$ cat config.mk
export PLATFORM = sky130hd
export DESIGN_NAME = three_channel_interval_timer_top
export DESIGN_NICKNAME = d
export VERILOG_FILES = /design/src/hdl/tcit_pkg.sv /design/src/hdl/tcit_prescaler.sv /design/src/hdl/tcit_channel.sv /design/src/hdl/three_channel_interval_timer_top.sv
export SDC_FILE = /design/constraint.sdc
export NUM_CORES = 1
export LEC_CHECK = 0
export BUFFER_PORTS_ARGS = -buffer_cell sky130_fd_sc_hd__buf_2
export CORE_MARGIN = 2
export CORE_UTILIZATION = 59
export CTS_CLUSTER_DIAMETER = 40
export DETAILED_ROUTE_END_ITERATION = 8
export HOLD_SLACK_MARGIN = 0.05
export PLACE_DENSITY = 0.76
export SKIP_LAST_GASP = 1
export SLEW_MARGIN = 20
export SYNTH_ARGS = -nofsm -noshare
export SYNTH_HDL_FRONTEND = slang
export SYNTH_HIERARCHICAL = 1
export SYNTH_SLANG_ARGS = --single-unit
export TNS_END_PERCENT = 20
$ cat constraint.sdc
create_clock -name clock -period 9.45 [get_ports clock]
set_input_delay 1.89 -clock clock [delete_from_list [all_inputs] [get_ports clock]]
set_output_delay 1.89 -clock clock [all_outputs]
set_load 0.03 [all_outputs]
$ cat src/hdl/tcit_pkg.sv
// Shared types, constants and helper functions of the three-channel interval timer.
package tcit_pkg;

   localparam int NUM_CHANNELS = 3;
   localparam int PRESCALE_DIV = 4;
   localparam int PHASE_W      = (PRESCALE_DIV > 1) ? $clog2(PRESCALE_DIV) : 1;
   localparam logic [PHASE_W-1:0] LAST_PHASE = PHASE_W'(PRESCALE_DIV - 1);

   localparam int GATE_CHANNEL = 2;

   localparam int REQ_W = 16;
   localparam int RSP_W = 16;

   // BCD borrow corrections when a lower digit is zero.
   localparam logic [15:0] BCD_TOP        = 16'h9999;
   localparam logic [15:0] BCD_STEP_TENS  = 16'h0010 - 16'h0009;
   localparam logic [15:0] BCD_STEP_HUNS  = 16'h0100 - 16'h0099;
   localparam logic [15:0] BCD_STEP_THOUS = 16'h1000 - 16'h0999;

   typedef enum logic [1:0] {
      OP_TICK  = 2'd0,
      OP_READ  = 2'd1,
      OP_WRITE = 2'd2,
      OP_GATE  = 2'd3
   } op_type;

   localparam logic [1:0] CONTROL_PORT = 2'd3;

   typedef enum logic [1:0] {
      ACC_LATCH = 2'd0,
      ACC_LOW   = 2'd1,
      ACC_HIGH  = 2'd2,
      ACC_WORD  = 2'd3
   } access_type;

   // Mode field of the control word.
   localparam logic [2:0] MODE_TERMINAL = 3'd0;
   localparam logic [2:0] MODE_ONE_SHOT = 3'd1;
   localparam logic [2:0] MODE_RATE     = 3'd2;
   localparam logic [2:0] MODE_RATE_ALT = 3'd6;

   typedef enum logic [7:0] {
      MS_STOP0    = 8'b0000_0001,
      MS_COUNT0   = 8'b0000_0010,
      MS_STOP1    = 8'b0000_0100,
      MS_START1   = 8'b0000_1000,
      MS_COUNT1   = 8'b0001_0000,
      MS_STOP2    = 8'b0010_0000,
      MS_GATELOW2 = 8'b0100_0000,
      MS_COUNT2   = 8'b1000_0000
   } mode_state_type;

   typedef struct packed {
      logic       gate_level;
      logic [7:0] data;
      logic [1:0] port;
      op_type     operation;
   } item_type;

   localparam int ITEM_W = $bits(item_type);

   typedef struct packed {
      logic       out_two;
      logic       out_one;
      logic       out_zero;
      logic [7:0] read_data;
   } result_type;

   localparam int RESULT_W = $bits(result_type);

   typedef struct packed {
      logic       clk_en;
      logic       rd_en;
      logic       wr_en;
      logic       ctl_en;
      logic       gate_en;
      logic [7:0] data;
      logic       gate_level;
   } chan_cmd_type;

   typedef struct packed {
      logic [7:0] read_data;
      logic       out_level;
   } chan_out_type;

   typedef struct packed {
      logic [15:0]    count;
      logic [15:0]    latched;
      logic [15:0]    reload;
      logic [7:0]     low_hold;
      logic           bcd;
      access_type     access;
      logic           byte_ff;
      logic           gate_held;
      logic           out_level;
      logic           latch_full;
      mode_state_type mode_state;
      logic           load_pending;
   } chan_state_type;

   // One step down of the counter, binary or BCD.
   function automatic logic [15:0] step_down(input logic [15:0] v, input logic bcd);
      logic [15:0] r;
      if (!bcd) begin
         r = v - 16'd1;
      end else if (v == 16'd0) begin
         r = BCD_TOP;
      end else if (v[3:0] != 4'd0) begin
         r = v - 16'd1;
      end else if (v[7:4] != 4'd0) begin
         r = v - BCD_STEP_TENS;
      end else if (v[11:8] != 4'd0) begin
         r = v - BCD_STEP_HUNS;
      end else begin
         r = v - BCD_STEP_THOUS;
      end
      return r;
   endfunction

endpackage

$ cat src/hdl/tcit_prescaler.sv
// Divider that turns CPU clock tick items into channel clock enables.
module tcit_prescaler (
   input  logic clock,
   input  logic reset,
   input  logic tick_en,
   output logic fire
);
   import tcit_pkg::*;

   logic [PHASE_W-1:0] phase_ff;
   logic [PHASE_W-1:0] phase_in;

   assign fire = tick_en && (phase_ff == LAST_PHASE);

   always_comb begin
      phase_in = phase_ff;
      if (tick_en) begin
         if (fire) begin
            phase_in = '0;
         end else begin
            phase_in = phase_ff + PHASE_W'(1);
         end
      end
   end

   always_ff @(posedge clock) begin
      if (reset) begin
         phase_ff <= '0;
      end else begin
         phase_ff <= phase_in;
      end
   end

endmodule

$ cat src/hdl/tcit_channel.sv
// One counter channel: byte access, control word, gate and counting modes.
module tcit_channel (
   input  logic                   clock,
   input  logic                   reset,
   input  tcit_pkg::chan_cmd_type cmd,
   output tcit_pkg::chan_out_type rsp
);
   import tcit_pkg::*;

   chan_state_type state_ff;
   chan_state_type state_in;

   // Loading a new count arms the counter in mode 0 and mode 2.
   function automatic chan_state_type load_count(input chan_state_type s,
                                                 input logic [15:0] v);
      chan_state_type r;
      r = s;
      r.reload = v;
      if (s.mode_state == MS_STOP0 || s.mode_state == MS_COUNT0) begin
         r.mode_state   = MS_COUNT0;
         r.load_pending = 1'b1;
         r.out_level    = 1'b0;
      end else if (s.mode_state == MS_STOP2 || s.mode_state == MS_COUNT2) begin
         r.mode_state   = MS_COUNT2;
         r.load_pending = 1'b1;
      end
      return r;
   endfunction

   always_comb begin
      logic [15:0] next_count;
      logic [15:0] src;
      logic [2:0]  mode;
      logic [7:0]  rd;

      state_in   = state_ff;
      rd         = 8'd0;
      next_count = step_down(state_ff.count, state_ff.bcd);
      src        = state_ff.latch_full ? state_ff.latched : state_ff.count;
      mode       = cmd.data[3:1];

      if (cmd.clk_en) begin
         unique case (state_ff.mode_state)
            MS_COUNT0: begin
               if (state_ff.load_pending) begin
                  state_in.count        = state_ff.reload;
                  state_in.load_pending = 1'b0;
               end else if (state_ff.gate_held) begin
                  state_in.count = next_count;
                  if (next_count == 16'd0) begin
                     state_in.out_level = 1'b1;
                  end
               end
            end
            MS_START1: begin
               state_in.count      = state_ff.reload;
               state_in.out_level  = 1'b0;
               state_in.mode_state = MS_COUNT1;
            end
            MS_COUNT1: begin
               state_in.count = next_count;
               if (next_count == 16'd0) begin
                  state_in.out_level = 1'b1;
               end
            end
            MS_GATELOW2: begin
               if (state_ff.gate_held) begin
                  state_in.mode_state   = MS_COUNT2;
                  state_in.count        = state_ff.reload;
                  state_in.load_pending = 1'b0;
               end
            end
            MS_COUNT2: begin
               if (state_ff.load_pending) begin
                  state_in.count        = state_ff.reload;
                  state_in.load_pending = 1'b0;
               end else if (!state_ff.gate_held) begin
                  state_in.out_level  = 1'b1;
                  state_in.mode_state = MS_GATELOW2;
               end else if (state_ff.count == 16'd1) begin
                  state_in.out_level = 1'b1;
                  state_in.count     = state_ff.reload;
               end else begin
                  state_in.count = next_count;
                  if (next_count == 16'd1) begin
                     state_in.out_level = 1'b0;
                  end
               end
            end
            default: begin
            end
         endcase
      end else if (cmd.rd_en) begin
         case (state_ff.access)
            ACC_LOW: begin
               rd                  = src[7:0];
               state_in.latch_full = 1'b0;
            end
            ACC_HIGH: begin
               rd                  = src[15:8];
               state_in.latch_full = 1'b0;
            end
            ACC_WORD: begin
               if (state_ff.byte_ff) begin
                  rd               = src[7:0];
                  state_in.byte_ff = 1'b0;
               end else begin
                  rd                  = src[15:8];
                  state_in.byte_ff    = 1'b1;
                  state_in.latch_full = 1'b0;
               end
            end
            default: begin
            end
         endcase
      end else if (cmd.wr_en) begin
         case (state_ff.access)
            ACC_LOW: begin
               state_in = load_count(state_ff, {8'd0, cmd.data});
            end
            ACC_HIGH: begin
               state_in = load_count(state_ff, {cmd.data, 8'd0});
            end
            ACC_WORD: begin
               if (state_ff.byte_ff) begin
                  // Low byte of a word write halts counting until the high byte.
                  state_in.low_hold     = cmd.data;
                  state_in.byte_ff      = 1'b0;
                  state_in.load_pending = 1'b0;
                  if (state_ff.mode_state == MS_COUNT0) begin
                     state_in.mode_state = MS_STOP0;
                  end else if (state_ff.mode_state == MS_COUNT1) begin
                     state_in.mode_state = MS_STOP1;
                  end else if (state_ff.mode_state == MS_COUNT2) begin
                     state_in.mode_state = MS_STOP2;
                  end
                  if (state_ff.mode_state == MS_COUNT0 || state_ff.mode_state == MS_STOP0) begin
                     state_in.out_level = 1'b0;
                  end
               end else begin
                  state_in         = load_count(state_ff, {cmd.data, state_ff.low_hold});
                  state_in.byte_ff = 1'b1;
               end
            end
            default: begin
            end
         endcase
      end else if (cmd.ctl_en) begin
         if (access_type'(cmd.data[5:4]) == ACC_LATCH) begin
            if (!state_ff.latch_full) begin
               state_in.latched    = state_ff.count;
               state_in.latch_full = 1'b1;
            end
         end else begin
            state_in.bcd     = cmd.data[0];
            state_in.access  = access_type'(cmd.data[5:4]);
            state_in.byte_ff = 1'b1;
            if (mode == MODE_TERMINAL) begin
               state_in.mode_state   = MS_STOP0;
               state_in.out_level    = 1'b0;
               state_in.load_pending = 1'b0;
            end else if (mode == MODE_ONE_SHOT) begin
               state_in.mode_state   = MS_STOP1;
               state_in.out_level    = 1'b1;
               state_in.load_pending = 1'b0;
            end else if (mode == MODE_RATE || mode == MODE_RATE_ALT) begin
               state_in.mode_state   = MS_STOP2;
               state_in.out_level    = 1'b1;
               state_in.load_pending = 1'b0;
            end
         end
      end else if (cmd.gate_en) begin
         // A rising gate (re)triggers the one-shot.
         if ((state_ff.mode_state == MS_STOP1 || state_ff.mode_state == MS_START1 ||
              state_ff.mode_state == MS_COUNT1) && !state_ff.gate_held && cmd.gate_level) begin
            state_in.mode_state = MS_START1;
         end
         state_in.gate_held = cmd.gate_level;
      end

      rsp.read_data = rd;
      rsp.out_level = state_in.out_level;
   end

   always_ff @(posedge clock) begin
      if (reset) begin
         state_ff.count        <= 16'd0;
         state_ff.latched      <= 16'd0;
         state_ff.reload       <= 16'd0;
         state_ff.low_hold     <= 8'd0;
         state_ff.bcd          <= 1'b0;
         state_ff.access       <= ACC_LATCH;
         state_ff.byte_ff      <= 1'b1;
         state_ff.gate_held    <= 1'b1;
         state_ff.out_level    <= 1'b0;
         state_ff.latch_full   <= 1'b0;
         state_ff.mode_state   <= MS_STOP0;
         state_ff.load_pending <= 1'b0;
      end else begin
         state_ff <= state_in;
      end
   end

endmodule

$ cat src/hdl/three_channel_interval_timer_top.sv
// Top level of the three-channel interval timer: stream ports, pipeline and channels.
//
// The timer holds three 16-bit down counters behind four byte ports (ports 0 to 2
// address the channel counters, port 3 takes the control word). Every request item
// is one operation: a CPU clock tick, a port read, a port write or a new level on
// the channel 2 gate. A divide-by-PRESCALE_DIV prescaler turns ticks into channel
// clocks. Each request item produces exactly one response item carrying the byte
// read (zero for anything but a read of a channel port) and the three channel
// output levels as they stand after the item. An accepted item is held in an input
// register; when the output register is free or being emptied, the channel state is
// updated in a single pass of logic and the response is captured in the output
// register, from which it is presented. One item is accepted in every clock cycle as
// long as the response side keeps taking items; the rate is set by the single-pass
// read-modify-write of the channel state registers.
module three_channel_interval_timer_top (
   input  logic                      clock,
   input  logic                      reset,
   // Request channel.
   input  logic                      req_tvalid,
   output logic                      req_tready,
   // req_tdata, from bit 0: operation[1:0], port[3:2], data[11:4], gate_level[12],
   // zero padding[15:13].
   input  logic [tcit_pkg::REQ_W-1:0] req_tdata,
   // Response channel.
   output logic                      rsp_tvalid,
   input  logic                      rsp_tready,
   // rsp_tdata, from bit 0: read_data[7:0], out_zero[8], out_one[9], out_two[10],
   // zero padding[15:11].
   output logic [tcit_pkg::RSP_W-1:0] rsp_tdata
);
   import tcit_pkg::*;

   // Input register.
   logic     in_valid_ff;
   logic     in_valid_in;
   item_type item_ff;
   item_type item_in;

   // Output register.
   logic       rsp_valid_ff;
   logic       rsp_valid_in;
   result_type rsp_data_ff;
   result_type rsp_data_in;

   logic advance;
   logic tick_fire;

   chan_cmd_type cmd   [NUM_CHANNELS];
   chan_out_type ch_out[NUM_CHANNELS];

   // The held item is processed whenever the output register is free or being emptied.
   assign advance    = in_valid_ff && (!rsp_valid_ff || rsp_tready);
   assign req_tready = !in_valid_ff || advance;

   always_comb begin
      in_valid_in = in_valid_ff;
      item_in     = item_ff;
      if (req_tvalid && req_tready) begin
         in_valid_in = 1'b1;
         item_in     = item_type'(req_tdata[ITEM_W-1:0]);
      end else if (advance) begin
         in_valid_in = 1'b0;
      end
   end

   tcit_prescaler u_prescaler (
      .clock   (clock),
      .reset   (reset),
      .tick_en (advance && (item_ff.operation == OP_TICK)),
      .fire    (tick_fire)
   );

   for (genvar c = 0; c < NUM_CHANNELS; c++) begin : g_chan
      always_comb begin
         cmd[c].clk_en     = advance && (item_ff.operation == OP_TICK) && tick_fire;
         cmd[c].rd_en      = advance && (item_ff.operation == OP_READ) &&
                             (item_ff.port == 2'(c));
         cmd[c].wr_en      = advance && (item_ff.operation == OP_WRITE) &&
                             (item_ff.port == 2'(c));
         cmd[c].ctl_en     = advance && (item_ff.operation == OP_WRITE) &&
                             (item_ff.port == CONTROL_PORT) &&
                             (item_ff.data[7:6] == 2'(c));
         cmd[c].gate_en    = advance && (item_ff.operation == OP_GATE) &&
                             (c == GATE_CHANNEL);
         cmd[c].data       = item_ff.data;
         cmd[c].gate_level = item_ff.gate_level;
      end

      tcit_channel u_channel (
         .clock (clock),
         .reset (reset),
         .cmd   (cmd[c]),
         .rsp   (ch_out[c])
      );
   end

   // Only the addressed channel returns a nonzero byte; absent channels read as low.
   always_comb begin
      logic [7:0] rd;
      logic [2:0] levels;
      rd     = 8'd0;
      levels = 3'b000;
      for (int c = 0; c < NUM_CHANNELS; c++) begin
         rd        = rd | ch_out[c].read_data;
         levels[c] = ch_out[c].out_level;
      end
      rsp_data_in.read_data = rd;
      rsp_data_in.out_zero  = levels[0];
      rsp_data_in.out_one   = levels[1];
      rsp_data_in.out_two   = levels[2];
   end

   always_comb begin
      rsp_valid_in = rsp_valid_ff;
      if (advance) begin
         rsp_valid_in = 1'b1;
      end else if (rsp_tready) begin
         rsp_valid_in = 1'b0;
      end
   end

   always_ff @(posedge clock) begin
      if (reset) begin
         in_valid_ff  <= 1'b0;
         rsp_valid_ff <= 1'b0;
      end else begin
         in_valid_ff  <= in_valid_in;
         rsp_valid_ff <= rsp_valid_in;
      end
   end

   always_ff @(posedge clock) begin
      item_ff <= item_in;
      if (advance) begin
         rsp_data_ff <= rsp_data_in;
      end
   end

   assign rsp_tvalid = rsp_valid_ff;
   assign rsp_tdata  = {(RSP_W - RESULT_W)'(0), rsp_data_ff};

`ifndef SYNTHESIS
   // Every processed item leaves a response in the output register.
   a_advance_gives_response: assert property (@(posedge clock) disable iff (reset)
      advance |=> rsp_valid_ff)
      else $error("processed item did not produce a response");

   // Only a read operation may return a nonzero byte.
   a_read_data_only_on_read: assert property (@(posedge clock) disable iff (reset)
      (advance && (item_ff.operation != OP_READ)) |=> (rsp_data_ff.read_data == 8'd0))
      else $error("nonzero read data for an operation that is not a read");

   // A held item that cannot move on stays unchanged in the input register.
   a_input_held_on_stall: assert property (@(posedge clock) disable iff (reset)
      (in_valid_ff && !advance) |=> (in_valid_ff && $stable(item_ff)))
      else $error("stalled request item was lost or changed");
`endif

endmodule

; Yosys cells after proc, flatten, opt, wreduce, memory -nomap -nowiden
; Cells that the tools add are included.
[word_totals]
ff_bits = 244
latch_bits = 0
ramBits = 0
mem_bits_ro = 0
output_inout_bits = 18
n_memories = 0
[op_classes]
addsub = 13
multipliers = 0
div = 0
n_lt_le_gt_ge = 0
eq_ne = 127
shifts = 0
mux = 228
n_bitwise = 6
n_reduce_logical = 116
[op_table]
columns = operator, n
row1 = 2-to-1 mux 16 bit, 57
row2 = 2-to-1 mux 72 bit, 9
row3 = one-hot mux 72 bit (3 select lines), 3
row4 = 2-to-1 mux 8 bit, 32
row5 = 2-to-1 mux 9 bit, 28
row6 = one-hot mux 16 bit (5 select lines), 3
row7 = 2-to-1 mux 59 bit, 3
row8 = one-hot mux 8 bit (3 select lines), 6
row9 = equality test 16 x 1 -> 1 bit (second input constant), 6
row10 = logical NOT 16 bit, 6
row11 = 2-to-1 mux 24 bit, 3
row12 = 2-to-1 mux 1 bit, 67
row13 = AND reduction 5 bit, 13
row14 = AND reduction 7 bit, 9
row15 = subtractor 16 x 1 -> 16 bit (second input constant), 3
row16 = subtractor 16 x 11 -> 16 bit (second input constant), 3
row17 = subtractor 16 x 3 -> 16 bit (second input constant), 3
row18 = subtractor 16 x 7 -> 16 bit (second input constant), 3
row19 = != test 3 bit (second input constant), 15
row20 = nonzero test 4 bit, 11
row21 = != test 3 x 2 -> 1 bit (second input constant), 13
row22 = nonzero test 5 bit, 6
row23 = != test 4 bit (second input constant), 7
row24 = nonzero test 3 bit, 9
row25 = other kinds (42), 172

; Longest topological paths before layout
; Gate-level depths: netlist (run 1).
[logic_depth]
word_depth = 13
ltp_mapped = 14
ltp_nobuf = 12

; Cells and area by module
; The synthesis (run 1) kept the hierarchy.
[modules_own_cells]
columns = module, n_inst, cells_per_inst, area_per_inst_um2, seq_area_each_um2
row1 = tcit_channel at g_chan[1].u_channel, 1, 652, 4946.0, 1441.4
row2 = tcit_channel at g_chan[0].u_channel, 1, 631, 4928.5, 1441.4
row3 = tcit_channel at g_chan[2].u_channel, 1, 606, 4825.9, 1441.4
row4 = three_channel_interval_timer_top, 1, 71, 1136.1, 760.7
row5 = tcit_prescaler, 1, 9, 92.6, 40.0

; Least setup slack after synthesis (run 1)
; No wires, ideal clock.
[synth_timing]
path_type = input to register
from = in rsp_tready
to = reg g_chan[1].u_channel/state_ff[2] in the netlist's numbering
setup_time_ps = 119
t_arrival_ps = 4274
required_time_ps = 9331
path_slack_ps = 5057
cell_stages = 12
path_buffers = 3
cell_sequence = nor2b_4 and3b_2 and2_1 and4b_2 clkbuf_1 nor3b_1 a21oi_1 o41ai_1 or4_1 buf_2 clkbuf_1 o221a_2
[synth_rtl]
columns = item, line
row1 = from (decl), three_channel_interval_timer_top.sv:26  ; input logic rsp_tready,
row2 = to (signal assigned), tcit_channel.sv:200  ; state_ff <= state_in;
row3 = to (decl), tcit_channel.sv:10  ; chan_state_type state_ff;

==> results of run 1 <==
## kinds of logic (layout without fill, tap and decap cells)
| group | after synthesis | after routing |
|---|---|---|
| other | 1 | 10 |
| adders and majority gates | 31 | 31 |
| DFF | 244 | 244 |
| buffers and inverters | 201 | 158 |
| and+or+nand+nor | 822 | 822 |
| muxes | 161 | 161 |
| xor gates and xnor gates | 34 | 34 |
| AOI/OAI and AO/OA | 475 | 475 |
## worst max-delay path, stage by stage
cell,delay [ps]
sky130_fd_sc_hd__buf_2,110
sky130_fd_sc_hd__nor2b_4,100
sky130_fd_sc_hd__and3b_2,280
sky130_fd_sc_hd__and2_1,130
sky130_fd_sc_hd__and4b_2,780
sky130_fd_sc_hd__buf_4,460
sky130_fd_sc_hd__nor2_1,110
sky130_fd_sc_hd__o21a_1,140
sky130_fd_sc_hd__o31a_1,110
sky130_fd_sc_hd__a211o_1,290
sky130_fd_sc_hd__a211oi_1,620
sky130_fd_sc_hd__buf_4,280
sky130_fd_sc_hd__o21ai_0,130
sky130_fd_sc_hd__a32oi_1,170
sky130_fd_sc_hd__nor2_1,60
## area by class of cell
| type | instances | area, sq um |
|---|---|---|
| Multi-Input combinational cell | 1533 | 10000 |
| Fill cell | 2254 | 9400 |
| Sequential cell | 244 | 5120 |
| Clock buffer | 52 | 1080 |
| Tap cell | 341 | 427 |
| Timing Repair Buffer | 51 | 317 |
| Clock inverter | 16 | 191 |
| Inverter | 39 | 146 |
## final timing paths
| check | depth (start not counted) | slack (ps) | endpoint |
|---|---|---|---|
| worst max register to register | 13 | 5080 | g_chan[2].u_channel/state_ff[7] |
| worst max-delay path | 15 | 4130 | g_chan[2].u_channel/state_ff[7] |
| worst min register to register | 2 | 450 | g_chan[1].u_channel/state_ff[39] |
| worst min-delay path | 2 | 450 | g_chan[1].u_channel/state_ff[39] |
## synthesized netlist by cell type, types with 27 or more instances
| cell type | count | area share |
|---|---|---|
| sky130_fd_sc_hd__nor2_1 | 289 | 0.068 |
| sky130_fd_sc_hd__dfxtp_1 | 220 | 0.28 |
| sky130_fd_sc_hd__a21oi_1 | 153 | 0.048 |
| sky130_fd_sc_hd__mux2i_1 | 144 | 0.090 |
| sky130_fd_sc_hd__nand2_1 | 140 | 0.033 |
| sky130_fd_sc_hd__clkbuf_1 | 111 | 0.026 |
| sky130_fd_sc_hd__nor3_1 | 72 | 0.023 |
| sky130_fd_sc_hd__o21ai_0 | 57 | 0.018 |
| sky130_fd_sc_hd__nand3_1 | 56 | 0.018 |
| sky130_fd_sc_hd__inv_1 | 37 | 0.0087 |
| sky130_fd_sc_hd__a211oi_1 | 34 | 0.016 |
| sky130_fd_sc_hd__ha_1 | 31 | 0.024 |
| sky130_fd_sc_hd__nor4_1 | 29 | 0.011 |
| sky130_fd_sc_hd__buf_2 | 27 | 0.0085 |
| sky130_fd_sc_hd__nand2b_1 | 27 | 0.011 |
## per-layer routing
layer,part of all wire,vias up,global-route usage
li1,-,7118,-
met5,0.00029,-,0
met4,0.028,2,0.113
met1,0.44,7189,0.413
met2,0.47,684,0.506
met3,0.069,108,0.0456
## power by group through the flow
stage	clock [mW]	combinational, mW	sequential [mW]
floorplan	0	0.0516	1.09
global placement	0	0.0755	1.09
detailed placement	0	0.0766	1.09
CTS	1.41	0.0769	1.07
global route	1.46	0.0835	1.07
finish	1.39	0.0780	1.07
## registers in the layout, summed over array words and instances (netlist names)
name                       cells
g_chan.u_channel/state_ff    216
in_valid_ff                    1
rsp_tvalid                     1
u_prescaler/phase_ff           2
cmd                            9
item_ff                        4
rsp_tdata                     11
==> out/results.ini, run 1 <==
[route]
routed-via-count=15100
route.detailed.vias_per_inst=6.63
wl_per_cell_microns=19.6
ant_nets=0
drt_first_pass_iters=5
detail_route.drc_violations=0
drt_iter0_markers=1509
route.final.wire_length_mm=44.7

[floorplan]
die_area_sq_um=28300
floorplan.initialDensity=0.596
i_o_pins=38
core.rowCount=60
die_height_microns=168
fp.coreArea_sq_um=26700
die_width_microns=168

[logic_synthesis]
post_synth_instance_area_sq_um=15900
synthesis.yosys.warnings=6
synth_xor_area_frac=0.0187
simple_gate_share_of_the_synthesized_area=0.270
async_flop_share=0
post_synth_fa_ha_maj_area_fraction=0.0244
post_synth_inst_count=1969
synth.mux.area_fraction=0.103
ys_ff_latch=244
synth_ff_type=sky130_fd_sc_hd__dfxtp_1
post_synth_num_cell_types=112
seq_area_frac_synth=0.322
avgSynthCellArea_sq_um=8.09
synth_compound_area_frac=0.209
number_of_flops_mapped_to_enable_cells_by_yosys=24
synth_top_family_by_area=simple AND/OR/NAND/NOR gates

[pwr]
comb_power_share=0.031
power.internal_mw=1.97
powerDensity_nw_per_um2=146
peakVddDrop_v=0.000145
leak_pwr_nw=6.42
total_power_mw=2.53
power.net_switching_mw=0.564
net_sw_frac=0.223
power.share.sequential=0.422
clock_power_share=0.547

[global_routing]
grt_pass1_vias=14000
grt_start_max_net_pins=125
grt_first_pass_wirelength_mm=72.3
grt_usage=0.308
globalRouteOverflowTotal=0
antenna_violations_before_repair=1

[clocking]
clkTransAtPathRegs_ps=60
cts_made_buffers=37
ctsHtreeMaxLevel=2
cts-hold-fix-buffers=0
cts-resized-gates=0
clockBufferDepth=3
cts_post_setup_buffers_inserted=0
cts_root_buffer=sky130_fd_sc_hd__clkbuf_16
clkLatencyLatePin_ps=520
cts_tree=done
cts_num_sinks=244

[sta]
hold_violations=0
rsz0062_at_grt=false
finalWorstPathRequiredPeriod_ps=5320
fmax_mhz=188
finalCritPeriodShare=0.563
totalNegativeSetupSlack_ps=0
setup_viol=0
timing_max_transition_violations_final=0
worst_slew_pin_slew_ps=1110
fin_worst_hold_slack_ps=449
relSlewSlack=0.258
post_route_skew_ps=19.3
final.setup.worst_slack_ps=4130

[worst_setup_path]
critical_path.max_fanout=41
critical_path.endpoint_type=flop
worstPathArrival_ps=5670
crit-reg2reg-launch=in_valid_ff
worst_setup_path_startpoint=rsp_tready
timing.critical_path.required_ps=9800
critPathKind=in -> reg
start_kind=input pin

[final_layout]
area_growth_pct=8.74
layout_commonest_cell=sky130_fd_sc_hd__nor2_1
insertedDiodeCount=0
post-route-util=0.648
post_layout_nonfiller_instances=2276
layout_common_cells=289 x sky130_fd_sc_hd__nor2_1, 220 x sky130_fd_sc_hd__dfxtp_1, 152 x sky130_fd_sc_hd__a21oi_1, 144 x sky130_fd_sc_hd__mux2i_1, 140 x sky130_fd_sc_hd__nand2_1
post-route-cell-area_sq_um=17300
layout-drive-gt1-share=0.107
layout.nets=1957

[run_status]
outcome=finished clean

[place]
placed_area_sq_um=16000
detailed_place_hpwl_mm=29.8
numPlacedInstances=2208
placement.io_buffers=29
preCtsSetupSlack_ps=3680
final_weighted_congestion_in_routability_driven_placement=0.948

[run]
drv_cap=0

[hold_path]
holdCritStartpoint=g_chan[1].u_channel/state_ff[39]
hold_path_class=reg -> reg

No activity file was read; power rests on OpenSTA's default activity.
==> run 2, diff against run 1 <==
- clock period: 9.45 -> 5.54 ns (I/O delays scaled with it)
==> run 2 against run 1 <==
Against the previous run:
- cell count rose by 0.18%
- critical path type is now reg -> reg
- via count fell by 1.2%
- highest routed layer is now met4
- worst hold slack barely moved
- non-clock buffer count rose by 3
==> out/results.ini, run 2 (synthesis results as in run 1) <==
[run_status]
outcome=finished clean

[final_layout]
layout-drive-gt1-share=0.109
post_layout_nonfiller_instances=2280
layout_commonest_cell=sky130_fd_sc_hd__nor2_1
area_growth_pct=9.22
post-route-util=0.651
regMostFlops=g_chan.u_channel/state_ff
largest_reg_flops=216
layout.nets=1961
insertedDiodeCount=0
layout_common_cells=289 x sky130_fd_sc_hd__nor2_1, 220 x sky130_fd_sc_hd__dfxtp_1, 152 x sky130_fd_sc_hd__a21oi_1, 144 x sky130_fd_sc_hd__mux2i_1, 140 x sky130_fd_sc_hd__nand2_1

[route]
detail_route.drc_violations=0
routed-via-count=14900
route.final.wire_length_mm=44.1
drt_first_pass_iters=6
ant_nets=0
drt_iter0_markers=1603
route.detailed.vias_per_inst=6.55
wl_per_cell_microns=19.3

[sta]
worst_slew_pin_slew_ps=1050
finalCritPeriodShare=0.776
final.setup.worst_slack_ps=1240
totalNegativeSetupSlack_ps=0
setup_viol=0
relSlewSlack=0.298
fmax_mhz=233
rsz0062_at_grt=false
hold_violations=0
finalWorstPathRequiredPeriod_ps=4300
timing_max_transition_violations_final=0
post_route_skew_ps=19.9

[worst_setup_path]
critPathKind=reg -> reg
crit-reg2reg-launch=g_chan[2].u_channel/state_ff[62]
critical_path.max_fanout=10
start_kind=flop
worst_r2r_path_depth=11
reg2reg_setup_slack_ps=1240
worst_r2r_dst=rsp_tdata[10]
critical_path.endpoint_type=flop
worstPathArrival_ps=4520
timing.critical_path.required_ps=5760

[clocking]
cts_post_setup_buffers_inserted=0
cts-hold-fix-buffers=0
cts-resized-gates=0
cts_made_buffers=38
cts_tree=done
clockBufferDepth=3
clkTransAtPathRegs_ps=50
clkLatencyLatePin_ps=520
cts_root_buffer=sky130_fd_sc_hd__clkbuf_16
cts_num_sinks=244
ctsHtreeMaxLevel=2

[pwr]
peakVddDrop_v=0.000251
clock_power_share=0.556
net_sw_frac=0.226
leak_pwr_nw=6.46
total_power_mw=4.41
powerDensity_nw_per_um2=253
power.share.sequential=0.413
power.internal_mw=3.41
power.net_switching_mw=0.994
comb_power_share=0.030

[floorplan]
fp.coreArea_sq_um=26700
die_area_sq_um=28300
i_o_pins=38
die_height_microns=168
floorplan.initialDensity=0.596
core.rowCount=60
die_width_microns=168

[place]
final_weighted_congestion_in_routability_driven_placement=0.958
placement.io_buffers=29
numPlacedInstances=2211
detailed_place_hpwl_mm=29.9
preCtsSetupSlack_ps=1040

[hold_path]
holdCritStartpoint=g_chan[2].u_channel/state_ff[37]
hold_path_class=reg -> reg
hold-path-cell-count=2
worst_hold_path_endpoint=g_chan[2].u_channel/state_ff[37]

[global_routing]
grt_pass1_vias=13700
grt_first_pass_wirelength_mm=71.4
globalRouteOverflowTotal=0
grt_start_max_net_pins=115
antenna_violations_before_repair=1
grt_usage=0.305

[run]
drv_cap=0

-- run 2: changes by cell type in the layout (fill, tap and decap cells not counted) --
cell	delta
sky130_fd_sc_hd__buf_4	+3
sky130_fd_sc_hd__inv_8	+2
sky130_fd_sc_hd__clkbuf_16	+2
sky130_fd_sc_hd__inv_6	-1
sky130_fd_sc_hd__clkinv_8	+1
sky130_fd_sc_hd__clkinv_2	-1
sky130_fd_sc_hd__clkbuf_8	-1
sky130_fd_sc_hd__clkinvlp_4	-1
-- run 2: per-layer routing --
layer  vias to the layer above  GRT usage  part of all wire
met1                      7027      0.419              0.44
met3                       111     0.0451             0.075
met5                         -          0                 0
li1                       7125          -                 -
met4                         0     0.0975             0.025
met2                       661      0.496              0.46
-- run 2: through the flow --
step / cell area [sq um] / hold slack (ps)
detailed placement: 16100 / 444
finish: 17400 / 449
global placement: 16100 / 436
floorplan: 16000 / 428
CTS: 17400 / 451
global route: 17400 / 475
-- run 2: layout make-up --
type / instances / area [sq um]
sequential: 244 / 5120
timing repair buffer: 54 / 339
multi-input combinational: 1533 / 10000
fill: 2241 / 9330
inverter: 39 / 146
clock buffer: 53 / 1120
clock inverter: 16 / 209
tap: 341 / 427
-- run 2: how the worst max path moves through the flow --
stage	start	endpoint	slack (ps)	cells after the start
after global placement	rsp_tready	g_chan[2].u_channel/state_ff[4]	1060	11
after global routing	g_chan[2].u_channel/state_ff[62]	rsp_tdata[10]	1050	11
after detailed placement	rsp_tready	g_chan[2].u_channel/state_ff[4]	1040	11
final	g_chan[2].u_channel/state_ff[62]	rsp_tdata[10]	1240	11
after floorplan	g_chan[2].u_channel/state_ff[62]	rsp_tdata[10]	1690	13
after CTS	g_chan[2].u_channel/state_ff[62]	rsp_tdata[10]	1300	11
-- run 2: power groups by stage --
stage | Clock [mW] | Sequential [mW] | Combinational, mW
final | 2.45 | 1.82 | 0.134
after global routing | 2.57 | 1.82 | 0.143
after CTS | 2.48 | 1.82 | 0.132
after detailed placement | 0 | 1.86 | 0.131
after global placement | 0 | 1.86 | 0.129
after floorplan | 0 | 1.86 | 0.0881
-- run 2: critical path, stage by stage (launching register included) --
cell and delay (ps):
sky130_fd_sc_hd__dfxtp_1 440, sky130_fd_sc_hd__nor4_4 530, sky130_fd_sc_hd__inv_2 210, sky130_fd_sc_hd__ha_1 290, sky130_fd_sc_hd__or4_4 520, sky130_fd_sc_hd__o22ai_4 260
sky130_fd_sc_hd__a21oi_2 100, sky130_fd_sc_hd__or4_1 510, sky130_fd_sc_hd__a32o_1 310, sky130_fd_sc_hd__or3_1 330, sky130_fd_sc_hd__o31ai_1 340, sky130_fd_sc_hd__a21oi_1 180
==> run 3, diff against run 2 <==
- ABC_AREA: default -> 1
- CORE_UTILIZATION: 59 -> 58
- PLACE_DENSITY: 0.76 -> 0.78
- clock period: 5.54 -> 3.7 ns (I/O delays scaled with it)
==> run 3 against run 2 <==
Against the previous run:
- non-clock buffer count fell by 2
- critical path type unchanged
- combinational power rose by 56%
- final area rose by 6.3%
- largest cell class unchanged
- sequential share of layout area fell by 1.8 points
- maximum frequency rose by 37%
- clock power rose by 44%
- critical endpoint is now g_chan[2].u_channel/state_ff[5]
- worst hold slack got worse by 63 ps
- register-to-register slack got worse by 690 ps
- core utilization fell by 0.64 points
- highest routed layer unchanged
- worst setup slack got worse by 690 ps
==> out/results.ini, run 3 <==
[run_status]
outcome=finished clean

[global_routing]
antenna_violations_before_repair=1
grt_pass1_vias=16200
grt_first_pass_wirelength_mm=80.1
grt_usage=0.318
grt_start_max_net_pins=49
globalRouteOverflowTotal=0

[logic_synthesis]
synth_compound_area_frac=0.274
synth_top_family_by_area=compound AO/OA/AOI/OAI gates
avgSynthCellArea_sq_um=6.60
synthesis.yosys.warnings=6
synthDominantCellAreaShare=0.261
cells_taking_the_most_area_after_synthesis=sky130_fd_sc_hd__dfxtp_1 26%, sky130_fd_sc_hd__inv_1 9.0%, sky130_fd_sc_hd__nand2_1 8.8%
list_of_most_frequent_post_synthesis_cells=406 x sky130_fd_sc_hd__inv_1, 395 x sky130_fd_sc_hd__nand2_1, 290 x sky130_fd_sc_hd__o21ai_0
post_synth_inst_count=2558
async_flop_share=0
ys_ff_latch=244
synth_xor_area_frac=0.0123
synth.mux.area_fraction=0
post_synth_instance_area_sq_um=16900
synth_ff_type=sky130_fd_sc_hd__dfxtp_1
number_of_flops_mapped_to_enable_cells_by_yosys=24
seq_area_frac_synth=0.303
yosys.cell_count.top_type=sky130_fd_sc_hd__inv_1
synthDominantAreaCellType=sky130_fd_sc_hd__dfxtp_1
post_synth_num_cell_types=70
simple_gate_share_of_the_synthesized_area=0.260
post_synth_fa_ha_maj_area_fraction=0.0230

[final_layout]
area_growth_pct=9.55
layout_commonest_cell=sky130_fd_sc_hd__inv_1
layout.nets=2605
regMostFlops=g_chan.u_channel/state_ff
largest_reg_flops=216
post-route-util=0.645
layout_common_cells=406 x sky130_fd_sc_hd__inv_1, 395 x sky130_fd_sc_hd__nand2_1, 290 x sky130_fd_sc_hd__o21ai_0, 250 x sky130_fd_sc_hd__a21oi_1, 226 x sky130_fd_sc_hd__nor2_1
layout-drive-gt1-share=0.108

[worst_setup_path]
critPathKind=reg -> reg
worst_r2r_dst=g_chan[2].u_channel/state_ff[5]
critical_path.max_fanout=37
crit-reg2reg-launch=item_ff[1]
start_kind=flop
worstPathArrival_ps=3540
timing.critical_path.required_ps=4090
worst_r2r_path_depth=18
reg2reg_setup_slack_ps=550
critical_path.endpoint_type=flop

[floorplan]
die_height_microns=175
fp.coreArea_sq_um=28700
die_area_sq_um=30500
floorplan.initialDensity=0.588
core.rowCount=62
i_o_pins=38
die_width_microns=175

[sta]
final.setup.worst_slack_ps=555
post_route_skew_ps=14.2
relSlewSlack=0.279
finalWorstPathRequiredPeriod_ps=3150
hold_violations=0
worst_slew_pin_slew_ps=1080
setup_viol=0
rsz0062_at_grt=false
totalNegativeSetupSlack_ps=0
timing_max_transition_violations_final=0
fin_worst_hold_slack_ps=386
fmax_mhz=318
finalCritPeriodShare=0.850

[clocking]
clockBufferDepth=3
cts_num_sinks=244
clkTransAtPathRegs_ps=60
cts-hold-fix-buffers=0
cts_made_buffers=39
cts_root_buffer=sky130_fd_sc_hd__clkbuf_16
cts_tree=done
cts-resized-gates=0
clkLatencyLatePin_ps=530
cts_post_setup_buffers_inserted=0
ctsHtreeMaxLevel=2

[route]
drt_iter0_markers=1891
detail_route.drc_violations=0
ant_nets=0
route.final.wire_length_mm=49.7
wl_per_cell_microns=16.8
route.detailed.vias_per_inst=5.95
drt_first_pass_iters=6
routed-via-count=17700

[place]
placement.io_buffers=29
preCtsSetupSlack_ps=237
final_weighted_congestion_in_routability_driven_placement=1.00
detailed_place_hpwl_mm=36.2

[hold_path]
holdCritStartpoint=req_tdata[6]
worst_hold_path_endpoint=cmd[3]
hold_path_class=in -> reg
hold-path-cell-count=1

[pwr]
total_power_mw=6.48
leak_pwr_nw=8.04
powerDensity_nw_per_um2=350
peakVddDrop_v=0.000427

[run]
drv_cap=0

==> run 3: cell count changes after synthesis, moves of 27 or more <==
cell	previous run	this run
sky130_fd_sc_hd__mux2i_1	144	0
sky130_fd_sc_hd__o22ai_1	14	52
sky130_fd_sc_hd__nand2_1	140	395
sky130_fd_sc_hd__a21oi_1	153	250
sky130_fd_sc_hd__a211oi_1	34	69
sky130_fd_sc_hd__clkbuf_1	111	77
sky130_fd_sc_hd__nor2_1	289	226
sky130_fd_sc_hd__nand3_1	56	103
sky130_fd_sc_hd__inv_1	37	406
sky130_fd_sc_hd__o21ai_0	57	290
sky130_fd_sc_hd__nand2b_1	27	0
==> run 3: power by group <==
group / leakage (nW) / internal, mW / switching (mW)
clock: 0.612 / 2.12 / 1.41
sequential: 2.00 / 2.69 / 0.0444
combinational: 5.42 / 0.0555 / 0.154
total: 8.04 / 4.87 / 1.61
==> run 3: metal layers <==
layer	track usage	wire length (microns)
met1	0.429	21700
met2	0.516	22200
met3	0.0507	4080
met4	0.118	1690
met5	0	0
==> run 3: final cells by class <==
cell class	instances	area [sq um]
Antenna cell	1	2.50
Inverter	435	1650
Timing Repair Buffer	52	333
Tap cell	384	480
Sequential cell	244	5120
Multi-Input combinational cell	1782	9640
Fill cell	2641	10200
Clock buffer	44	1020
Clock inverter	26	241
==> run 3: kinds of logic (layout without fill, tap and decap cells) <==
group / after synthesis / after routing
and+or+nand+nor: 929 / 929
AOI/OAI and AO/OA: 793 / 793
buffers and inverters: 538 / 557
DFF: 244 / 244
adders and majority gates: 31 / 31
xor gates and xnor gates: 22 / 22
other: 1 / 8
==> run 3: worst max path at each step <==
stage                                                 end  cells past startpoint        from  slack, ps
after floorplan           g_chan[2].u_channel/state_ff[4]                     16  rsp_tready        300
after global placement    g_chan[2].u_channel/state_ff[7]                     20  rsp_tready        340
after detailed placement  g_chan[2].u_channel/state_ff[5]                     20  rsp_tready        240
after CTS                 g_chan[2].u_channel/state_ff[5]                     18  item_ff[1]        610
after global routing      g_chan[2].u_channel/state_ff[7]                     18  item_ff[1]        240
final                     g_chan[2].u_channel/state_ff[5]                     18  item_ff[1]        550
==> run 3: critical path: stages (launching register included) <==
cell and delay [ps]:
sky130_fd_sc_hd__edfxtp_1 360, sky130_fd_sc_hd__inv_1 160, sky130_fd_sc_hd__nand2_1 110, sky130_fd_sc_hd__nor2_1 310, sky130_fd_sc_hd__nand2_1 90, sky130_fd_sc_hd__inv_1 60
sky130_fd_sc_hd__nor3b_2 220, sky130_fd_sc_hd__buf_12 260, sky130_fd_sc_hd__nor2_1 70, sky130_fd_sc_hd__inv_1 110, sky130_fd_sc_hd__nor2_1 60, sky130_fd_sc_hd__o21ai_0 90
sky130_fd_sc_hd__o211ai_1 120, sky130_fd_sc_hd__nor3_1 170, sky130_fd_sc_hd__nand3_1 290, sky130_fd_sc_hd__a31oi_1 300, sky130_fd_sc_hd__o22ai_1 110, sky130_fd_sc_hd__inv_1 80
sky130_fd_sc_hd__nor2_1 40
==> run 3: through the flow <==
| step | instances | area (sq um) |
|---|---|---|
| floorplan | 2564 | 16900 |
| global placement | 2897 | 17200 |
| detailed placement | 2897 | 17200 |
| CTS | 2967 | 18500 |
| global route | 2967 | 18500 |
| finish | 2968 | 18500 |
